==> config.mk <==
export PLATFORM = sky130hd
export DESIGN_NAME = zone_median_cold_reject
export DESIGN_NICKNAME = d
export VERILOG_FILES = /design/src/zmcr_pkg.sv /design/src/zmcr_rank_lane.sv /design/src/zmcr_sort_median.sv /design/src/zmcr_trim.sv /design/src/zone_median_cold_reject.sv
export SDC_FILE = /design/constraint.sdc
export NUM_CORES = 2
export LEC_CHECK = 0
export BUFFER_PORTS_ARGS = -buffer_cell sky130_fd_sc_hd__buf_4
export CAP_MARGIN = 30
export CORE_MARGIN = 3
export CORE_UTILIZATION = 40
export CTS_BUF_LIST = sky130_fd_sc_hd__clkbuf_8
export CTS_CLUSTER_DIAMETER = 120
export CTS_CLUSTER_SIZE = 12
export DETAILED_ROUTE_END_ITERATION = 6
export PLACE_DENSITY = 0.56
export SLEW_MARGIN = 10
export SYNTH_ARGS = -nofsm -noshare
export SYNTH_HDL_FRONTEND = slang
export SYNTH_HIERARCHICAL = 1
export SYNTH_SLANG_ARGS = --single-unit
==> constraint.sdc <==
create_clock -name clk -period 10.6 [get_ports clk]
set_input_delay 2.12 -clock clk [delete_from_list [all_inputs] [get_ports clk]]
set_output_delay 2.12 -clock clk [all_outputs]
set_load 0.05 [all_outputs]
==> src/zmcr_pkg.sv <==
package zmcr_pkg;

    localparam int ZONE_PIXELS_DEF = 8;
    localparam int PIX_W           = 16;
    localparam int ZONE_W          = 3;
    localparam int COUNT_W         = 4;
    localparam int MARGIN_W        = 15;
    localparam int LIMIT_W         = 18;
    localparam int OUT_TDATA_W     = 24;

    localparam logic [MARGIN_W-1:0] MARGIN_RESET = 15'd640;

    typedef logic signed [PIX_W-1:0]   pixel_t;
    typedef logic signed [LIMIT_W-1:0] limit_t;
    typedef logic [ZONE_W-1:0]         zone_t;
    typedef logic [COUNT_W-1:0]        count_t;
    typedef logic [MARGIN_W-1:0]       margin_t;

    // one load strobe per pipeline stage
    typedef struct packed {
        logic rank;
        logic sort;
        logic limit;
        logic trim;
        logic out;
    } stage_load_t;

    // floor of the mean of two values
    function automatic pixel_t half_sum(input pixel_t a, input pixel_t b);
        logic signed [PIX_W:0] s;
        s = {a[PIX_W-1], a} + {b[PIX_W-1], b};
        return s[PIX_W:1];
    endfunction

endpackage

==> src/zmcr_rank_lane.sv <==
module zmcr_rank_lane
    import zmcr_pkg::*;
#(
    parameter int ZONE_PIXELS = ZONE_PIXELS_DEF,
    parameter int LANE        = 0,
    localparam int RW         = $clog2(ZONE_PIXELS)
)
(
    input  pixel_t          pix [ZONE_PIXELS],
    output logic [RW-1:0]   rank
);

    logic [ZONE_PIXELS-1:0] ahead;

    // ties broken by lane order so every rank is unique
    always_comb
    begin
        for (int j = 0; j < ZONE_PIXELS; j++)
        begin
            if (j < LANE)
            begin
                ahead[j] = (pix[j] <= pix[LANE]);
            end
            else if (j > LANE)
            begin
                ahead[j] = (pix[j] < pix[LANE]);
            end
            else
            begin
                ahead[j] = 1'b0;
            end
        end
        rank = RW'($countones(ahead));
    end

endmodule

==> src/zmcr_sort_median.sv <==
module zmcr_sort_median
    import zmcr_pkg::*;
#(
    parameter int ZONE_PIXELS = ZONE_PIXELS_DEF,
    localparam int RW         = $clog2(ZONE_PIXELS)
)
(
    input  logic          clk,
    input  stage_load_t   ld,
    input  pixel_t        val [ZONE_PIXELS],
    input  logic [RW-1:0] rank [ZONE_PIXELS],
    input  margin_t       margin,
    output pixel_t        sorted [ZONE_PIXELS],
    output limit_t        limit
);

    localparam int MID = ZONE_PIXELS / 2;

    pixel_t sorted_d  [ZONE_PIXELS];
    pixel_t sorted1_reg [ZONE_PIXELS];
    pixel_t sorted2_reg [ZONE_PIXELS];
    limit_t limit_reg;
    pixel_t med0;
    limit_t limit_next;

    // scatter each lane's value to its rank
    always_comb
    begin
        for (int k = 0; k < ZONE_PIXELS; k++)
        begin
            sorted_d[k] = '0;
            for (int i = 0; i < ZONE_PIXELS; i++)
            begin
                if (rank[i] == RW'(k))
                begin
                    sorted_d[k] = sorted_d[k] | val[i];
                end
            end
        end
    end

    always_comb
    begin
        if ((ZONE_PIXELS % 2) != 0)
        begin
            med0 = sorted1_reg[MID];
        end
        else
        begin
            med0 = half_sum(sorted1_reg[MID-1], sorted1_reg[MID]);
        end
        limit_next = {{(LIMIT_W-PIX_W){med0[PIX_W-1]}}, med0}
                   - {{(LIMIT_W-MARGIN_W){1'b0}}, margin};
    end

    always_ff @(posedge clk)
    begin
        if (ld.sort)
        begin
            sorted1_reg <= sorted_d;
        end
        if (ld.limit)
        begin
            sorted2_reg <= sorted1_reg;
            limit_reg   <= limit_next;
        end
    end

    assign sorted = sorted2_reg;
    assign limit  = limit_reg;

endmodule

==> src/zmcr_trim.sv <==
module zmcr_trim
    import zmcr_pkg::*;
#(
    parameter int ZONE_PIXELS = ZONE_PIXELS_DEF,
    localparam int IW         = $clog2(ZONE_PIXELS),
    localparam int CW         = $clog2(ZONE_PIXELS + 1)
)
(
    input  logic        clk,
    input  stage_load_t ld,
    input  pixel_t      sorted [ZONE_PIXELS],
    input  limit_t      limit,
    output pixel_t      median,
    output count_t      kept_count
);

    logic [ZONE_PIXELS-1:0] below;
    logic [CW-1:0]          first;
    logic [CW-1:0]          kept;
    logic [CW-1:0]          idx_wide;

    pixel_t        sorted3_reg [ZONE_PIXELS];
    logic [IW-1:0] idx_reg;
    logic          odd_reg;
    count_t        kept_reg;

    logic [IW-1:0] idx_lo;
    pixel_t        hi_val;
    pixel_t        lo_val;

    // sorted order makes the rejected values a prefix
    always_comb
    begin
        for (int k = 0; k < ZONE_PIXELS; k++)
        begin
            below[k] = ($signed({{(LIMIT_W-PIX_W){sorted[k][PIX_W-1]}}, sorted[k]}) < limit);
        end
        first    = CW'($countones(below));
        kept     = CW'(ZONE_PIXELS) - first;
        idx_wide = first + (kept >> 1);
    end

    always_ff @(posedge clk)
    begin
        if (ld.trim)
        begin
            sorted3_reg <= sorted;
            idx_reg     <= idx_wide[IW-1:0];
            odd_reg     <= kept[0];
            kept_reg    <= COUNT_W'(kept);
        end
    end

    always_comb
    begin
        idx_lo = (idx_reg == '0) ? '0 : idx_reg - IW'(1);
        hi_val = sorted3_reg[idx_reg];
        lo_val = sorted3_reg[idx_lo];
        median = odd_reg ? hi_val : half_sum(lo_val, hi_val);
    end

    assign kept_count = kept_reg;

endmodule

==> src/zone_median_cold_reject.sv <==
// channel   dir  tdata fields (lsb first)                          other
// s_axis    in   zone_index[3], pixel_0..pixel_N-1[16 each], pad   tvalid, tready
// m_axis    out  zone_number[3], zone_median[16], kept_count[4]    tvalid, tready
// cfg       in   cold_margin[15]                                   cfg_we
//
// five register stages: rank lanes, scatter, limit, trim, output
// one item per cycle sustained while the output is not stalled
// each stage holds while the next cannot accept, so bubbles close up under back-pressure
// rst_n clears stage valids and sets cold_margin to 640
module zone_median_cold_reject
    import zmcr_pkg::*;
#(
    parameter int ZONE_PIXELS = ZONE_PIXELS_DEF,
    localparam int RW         = $clog2(ZONE_PIXELS),
    localparam int IN_TDATA_W = ((ZONE_W + PIX_W * ZONE_PIXELS + 7) / 8) * 8
)
(
    input  logic                  clk,
    input  logic                  rst_n,
    input  logic                  s_tvalid,
    output logic                  s_tready,
    input  logic [IN_TDATA_W-1:0] s_tdata,   // zone_index, pixel_0 .. pixel_n-1, zero pad
    output logic                  m_tvalid,
    input  logic                  m_tready,
    output logic [OUT_TDATA_W-1:0] m_tdata,  // zone_number, zone_median, kept_count, zero pad
    input  logic                  cfg_we,
    input  margin_t               cfg_wdata
);

    localparam int NST = 5;

    logic [NST-1:0] valid_reg;
    logic [NST-1:0] valid_next;
    logic [NST-1:0] rdy;
    logic [NST-1:0] load;
    stage_load_t    ld;

    margin_t        margin_reg;
    zone_t          zone_reg [NST];

    pixel_t         pix_in  [ZONE_PIXELS];
    logic [RW-1:0]  rank_in [ZONE_PIXELS];
    pixel_t         val0_reg  [ZONE_PIXELS];
    logic [RW-1:0]  rank0_reg [ZONE_PIXELS];

    pixel_t         sorted2 [ZONE_PIXELS];
    limit_t         limit2;
    pixel_t         median3;
    count_t         kept3;
    pixel_t         median_reg;
    count_t         kept_reg;

    always_comb
    begin
        for (int i = 0; i < ZONE_PIXELS; i++)
        begin
            pix_in[i] = s_tdata[ZONE_W + PIX_W * i +: PIX_W];
        end
    end

    generate
        for (genvar g = 0; g < ZONE_PIXELS; g++)
        begin : g_lane
            zmcr_rank_lane #(
                .ZONE_PIXELS (ZONE_PIXELS),
                .LANE        (g)
            ) u_lane (
                .pix  (pix_in),
                .rank (rank_in[g])
            );
        end
    endgenerate

    // per-stage handshake
    always_comb
    begin
        rdy[NST-1] = !valid_reg[NST-1] || m_tready;
        for (int k = NST - 2; k >= 0; k--)
        begin
            rdy[k] = !valid_reg[k] || rdy[k+1];
        end
        load[0] = s_tvalid && rdy[0];
        for (int k = 1; k < NST; k++)
        begin
            load[k] = valid_reg[k-1] && rdy[k];
        end
        for (int k = 0; k < NST - 1; k++)
        begin
            valid_next[k] = load[k] || (valid_reg[k] && !rdy[k+1]);
        end
        valid_next[NST-1] = load[NST-1] || (valid_reg[NST-1] && !m_tready);
    end

    assign ld.rank  = load[0];
    assign ld.sort  = load[1];
    assign ld.limit = load[2];
    assign ld.trim  = load[3];
    assign ld.out   = load[4];

    always_ff @(posedge clk or negedge rst_n)
    begin
        if (!rst_n)
        begin
            valid_reg  <= '0;
            margin_reg <= MARGIN_RESET;
        end
        else
        begin
            valid_reg <= valid_next;
            if (cfg_we)
            begin
                margin_reg <= cfg_wdata;
            end
        end
    end

    always_ff @(posedge clk)
    begin
        if (ld.rank)
        begin
            val0_reg    <= pix_in;
            rank0_reg   <= rank_in;
            zone_reg[0] <= s_tdata[ZONE_W-1:0];
        end
        for (int k = 1; k < NST; k++)
        begin
            if (load[k])
            begin
                zone_reg[k] <= zone_reg[k-1];
            end
        end
        if (ld.out)
        begin
            median_reg <= median3;
            kept_reg   <= kept3;
        end
    end

    zmcr_sort_median #(
        .ZONE_PIXELS (ZONE_PIXELS)
    ) u_sort (
        .clk    (clk),
        .ld     (ld),
        .val    (val0_reg),
        .rank   (rank0_reg),
        .margin (margin_reg),
        .sorted (sorted2),
        .limit  (limit2)
    );

    zmcr_trim #(
        .ZONE_PIXELS (ZONE_PIXELS)
    ) u_trim (
        .clk        (clk),
        .ld         (ld),
        .sorted     (sorted2),
        .limit      (limit2),
        .median     (median3),
        .kept_count (kept3)
    );

    assign s_tready = rdy[0];
    assign m_tvalid = valid_reg[NST-1];
    assign m_tdata  = {{(OUT_TDATA_W - ZONE_W - PIX_W - COUNT_W){1'b0}},
                       kept_reg, median_reg, zone_reg[NST-1]};

endmodule

==> implementation parameters <==
Parameter                              Value

Power
  Total design power    14.88 mW
  Power per Cell Area    257.8 nW/µm²
  Leakage    24.50 nW
  Peak supply drop    0.3931 mV

Floorplan
  Die boundary width    369.4 µm
  Height of the die    369.4 µm
  Cell Rows    132
  Starting density of the core    40.54%
  I/O pin count    182
  Die Area    136500 µm²
  Floorplan core area    130300 µm²

Critical path
  Arrival time of the worst setup path    7010 ps
  Category of the worst setup path launch point    primary input
  Reg2reg setup slack    4660 ps
  Critical path type    in2reg
  Worst Reg2Reg Path Length in Cells    20
  Required arrival time at the worst endpoint    11080 ps
  Reg-to-Reg End    u_trim/idx_reg[2]$_DFFE_PP_
  Element type at the critical path end    register
  CP Max Fanout    9
  Critical R2R Launch    u_sort/limit[1]$_DFFE_PP_

STA
  Post-Route Setup TNS    0 ps
  Slew Limit Fails    0
  Max-slew headroom    25.31%
  Number of failing setup endpoints in the final timing report    0
  Clock skew after layout    29.77 ps
  Highest attainable clock frequency    0.1531 GHz
  Unrepaired setup endpoints after global routing    no
  Worst-margin pin slew    1120 ps
  Number of endpoints with negative hold slack in the final report    0
  Tcrit/Tclk final    61.61%
  Final period demand of the worst path    6531 ps

Layout
  Finished Layout Cells    6743
  FILL cells    12.15k
  Most common cell after layout, fill and taps aside    sky130_fd_sc_hd__ha_1
  Seq. cell area    18370 µm²
  Area growth from synthesis to final layout    9.282%
  Final layout net count    6210
  Multi-input combinational cell area    32710 µm²
  Leading cell types in the layout, fill and taps excluded    sky130_fd_sc_hd__ha_1 (1056), sky130_fd_sc_hd__edfxtp_1 (595), sky130_fd_sc_hd__a22oi_1 (519)
  Fraction of final layout cells sized beyond drive strength 1    10.60%

Clock network
  CTS tree    yes
  Maximum level of the CTS H-tree    2
  Hold buffer count at CTS    0
  Worst-Skew Late Latency    730 ps
  Clock-pin transition on the worst setup and hold timing paths    90 ps
  Cell chosen for the clock root    sky130_fd_sc_hd__clkbuf_8
  Number of sinks on the clock net    615
  Total CTS buffers    58
  CTS max path bufs    3
  Count of buffers added by post-CTS timing repair for setup    0
  Count of instances resized after the clock tree is built    0

Logic synthesis
  Count of unique library cells instantiated by Yosys    107
  Yosys warning count    6
  Asr flop ratio synth    3.252%
  Post-synthesis net count    6153
  Post-Syn Area    52830 µm²
  Cell count after synthesis    4902
  Number of enable-type register cells in the synthesized netlist    595
  Flip-flop cell with the highest count after synthesis    sky130_fd_sc_hd__edfxtp_1
  Main combinational cell family by area after synthesis    adder cells
  Post-synthesis register bit count    615
  Basic-gate share of the synthesized area counting and, or, nand and nor cells    10.67%
  Post-synthesis compound-gate area fraction    19.36%
  Synth Area in XOR/XNOR    0.6632%
  Mean cell area of the mapped netlist    10.78 µm²
  Mux contribution to synthesized area    4.088%
  Arithmetic-cell share of the synthesized area counting full adders, half adders and majority gates    26.49%
  Share of synthesized area occupied by flip-flops and latches    34.77%

Global route
  Global-route wire length before repair    302.4 mm
  Antenna violations before repair    5
  Number of global-route vias before repair    43.46k
  GRT Residual Overflow    0
  Global-route usage over all layers    30.36%
  Pin count of the biggest net entering global routing    156

Route
  DR DRC count    5
  Detailed-router iteration count before antenna repair    7
  Wirelength per Cell    31.36 µm
  Count of antenna-violating nets left after detailed routing    0
  Count of routing violations after the opening detailed-route iteration    5734
  Total vias in the final route    44.36k
  Routed via count divided by cell count    6.579
  Total detailed-routing wirelength    211.4 mm

Placement
  Instance count after placement with tap cells included    6637
  Half-perimeter wire length after placement    153.8 mm
  Gpl congestion    1.017
  Count of input and output buffers    175

Min path
  Worst min-delay path endpoint    u_sort/sorted[8]$_DFFE_PP_
  Worst hold path depth    0
  Critical hold path startpoint    u_sort/sorted1_reg[8]$_DFFE_PP_
  Tightest Hold Check Type    reg2reg

Run status
  Result of the run    complete, but fails checks
  Violated checks    design-rule violations

Flow run
  Maximum Capacitance Violations    0
[logic make-up (layout without fill, tap and decap cells)]
logic type | after synthesis | after routing
buffers and inverters | 529 | 625
AND/OR/NAND/NOR | 1023 | 1023
flip-flops | 615 | 615
AO/OA/AOI/OAI | 1474 | 1474
multiplexers | 125 | 125
XOR/XNOR | 40 | 40
adder cells (fa/ha/maj) | 1095 | 1095
other | 1 | 4
[layer usage]
metal | wire, µm | global-route usage (%) | up-vias
li1 | - | - | 19510
met1 | 84890 | 39.76 | 21410
met2 | 89250 | 45.66 | 2697
met3 | 18970 | 5.270 | 745
met4 | 18270 | 20.96 | 2
met5 | 59 | 0 | -
[layout make-up]
type	instances	area share, %
Antenna cell	3	0.01300
Clock buffer	59	1.407
Clock inverter	40	0.3880
Inverter	263	1.710
Multi-Input combinational cell	3758	56.66
Sequential cell	615	31.82
Tap cell	1742	3.776
Timing Repair Buffer	263	4.229
[synth_stat cells, types with 31 or more instances]
cell	instances	area, µm²
sky130_fd_sc_hd__nand3_1	54	270.3
sky130_fd_sc_hd__clkbuf_1	142	533.0
sky130_fd_sc_hd__ha_1	1056	13210
sky130_fd_sc_hd__o21a_1	36	270.3
sky130_fd_sc_hd__a22oi_1	519	3896
sky130_fd_sc_hd__o211ai_1	37	277.8
sky130_fd_sc_hd__nor3_1	31	155.2
sky130_fd_sc_hd__nand4_1	233	1458
sky130_fd_sc_hd__fa_1	39	780.8
sky130_fd_sc_hd__buf_1	97	364.1
sky130_fd_sc_hd__nor4_1	37	231.5
sky130_fd_sc_hd__mux4_2	64	1441
sky130_fd_sc_hd__inv_1	262	983.4
sky130_fd_sc_hd__nand2b_1	51	319.1
sky130_fd_sc_hd__o21ai_1	43	215.2
sky130_fd_sc_hd__edfxtp_1	595	17870
sky130_fd_sc_hd__a21oi_1	324	1622
sky130_fd_sc_hd__o21ai_0	111	555.5
sky130_fd_sc_hd__a21o_1	146	1096
sky130_fd_sc_hd__and3_1	36	225.2
sky130_fd_sc_hd__nand2_1	289	1085
sky130_fd_sc_hd__nor2b_1	38	237.7
sky130_fd_sc_hd__nor2_1	112	420.4
[worst max-delay path by stage]
stage	start	end	slack (ps)	depth (start not counted)
2_1_floorplan	m_tready	u_sort/limit[0]$_DFFE_PP_	1040	2
3_3_place_gp	s_tdata[34]	rank0_reg[19]$_DFFE_PP_	3410	14
3_5_place_dp	s_tdata[16]	rank0_reg[22]$_DFFE_PP_	3370	13
4_1_cts	s_tdata[16]	rank0_reg[22]$_DFFE_PP_	4180	13
5_1_grt	s_tdata[50]	rank0_reg[16]$_DFFE_PP_	4100	14
6_report	s_tdata[16]	rank0_reg[22]$_DFFE_PP_	4070	13
[per-stage QoR]
| stage | instance area, µm² | setup WS, ps | util (%) | hold WS, ps |
|---|---|---|---|---|
| after CTS | 57660 | 4177 | 44.25 | 408.3 |
| after global routing | 57730 | 4103 | 44.30 | 408.3 |
| after global placement | 55830 | 3405 | 42.85 | 400.4 |
| final | 57730 | 4069 | 44.30 | 403.2 |
| after detailed placement | 56620 | 3366 | 43.45 | 404.5 |
| after floorplan | 52830 | 1041 | - | 400.3 |
[critical path, cell delays in order]
cell and delay [ps]:
sky130_fd_sc_hd__buf_4 310, sky130_fd_sc_hd__inv_1 270, sky130_fd_sc_hd__ha_1 370, sky130_fd_sc_hd__and4_1 290
sky130_fd_sc_hd__nand4_1 370, sky130_fd_sc_hd__or4_1 720, sky130_fd_sc_hd__o211ai_1 220, sky130_fd_sc_hd__mux2_2 390
sky130_fd_sc_hd__fa_1 500, sky130_fd_sc_hd__fa_1 540, sky130_fd_sc_hd__inv_1 50, sky130_fd_sc_hd__fa_1 420
sky130_fd_sc_hd__fa_1 430
[where the power goes]
part | leakage [nW] | total (mW) | switching, mW | internal (mW)
registers | 6.05 | 4.57 | 0.619 | 3.96
clock network | 0.648 | 1.41 | 0.841 | 0.565
logic | 17.8 | 8.90 | 5.33 | 3.57
total | 24.5 | 14.9 | 6.79 | 8.09
Power figures use the tool's default switching activity.
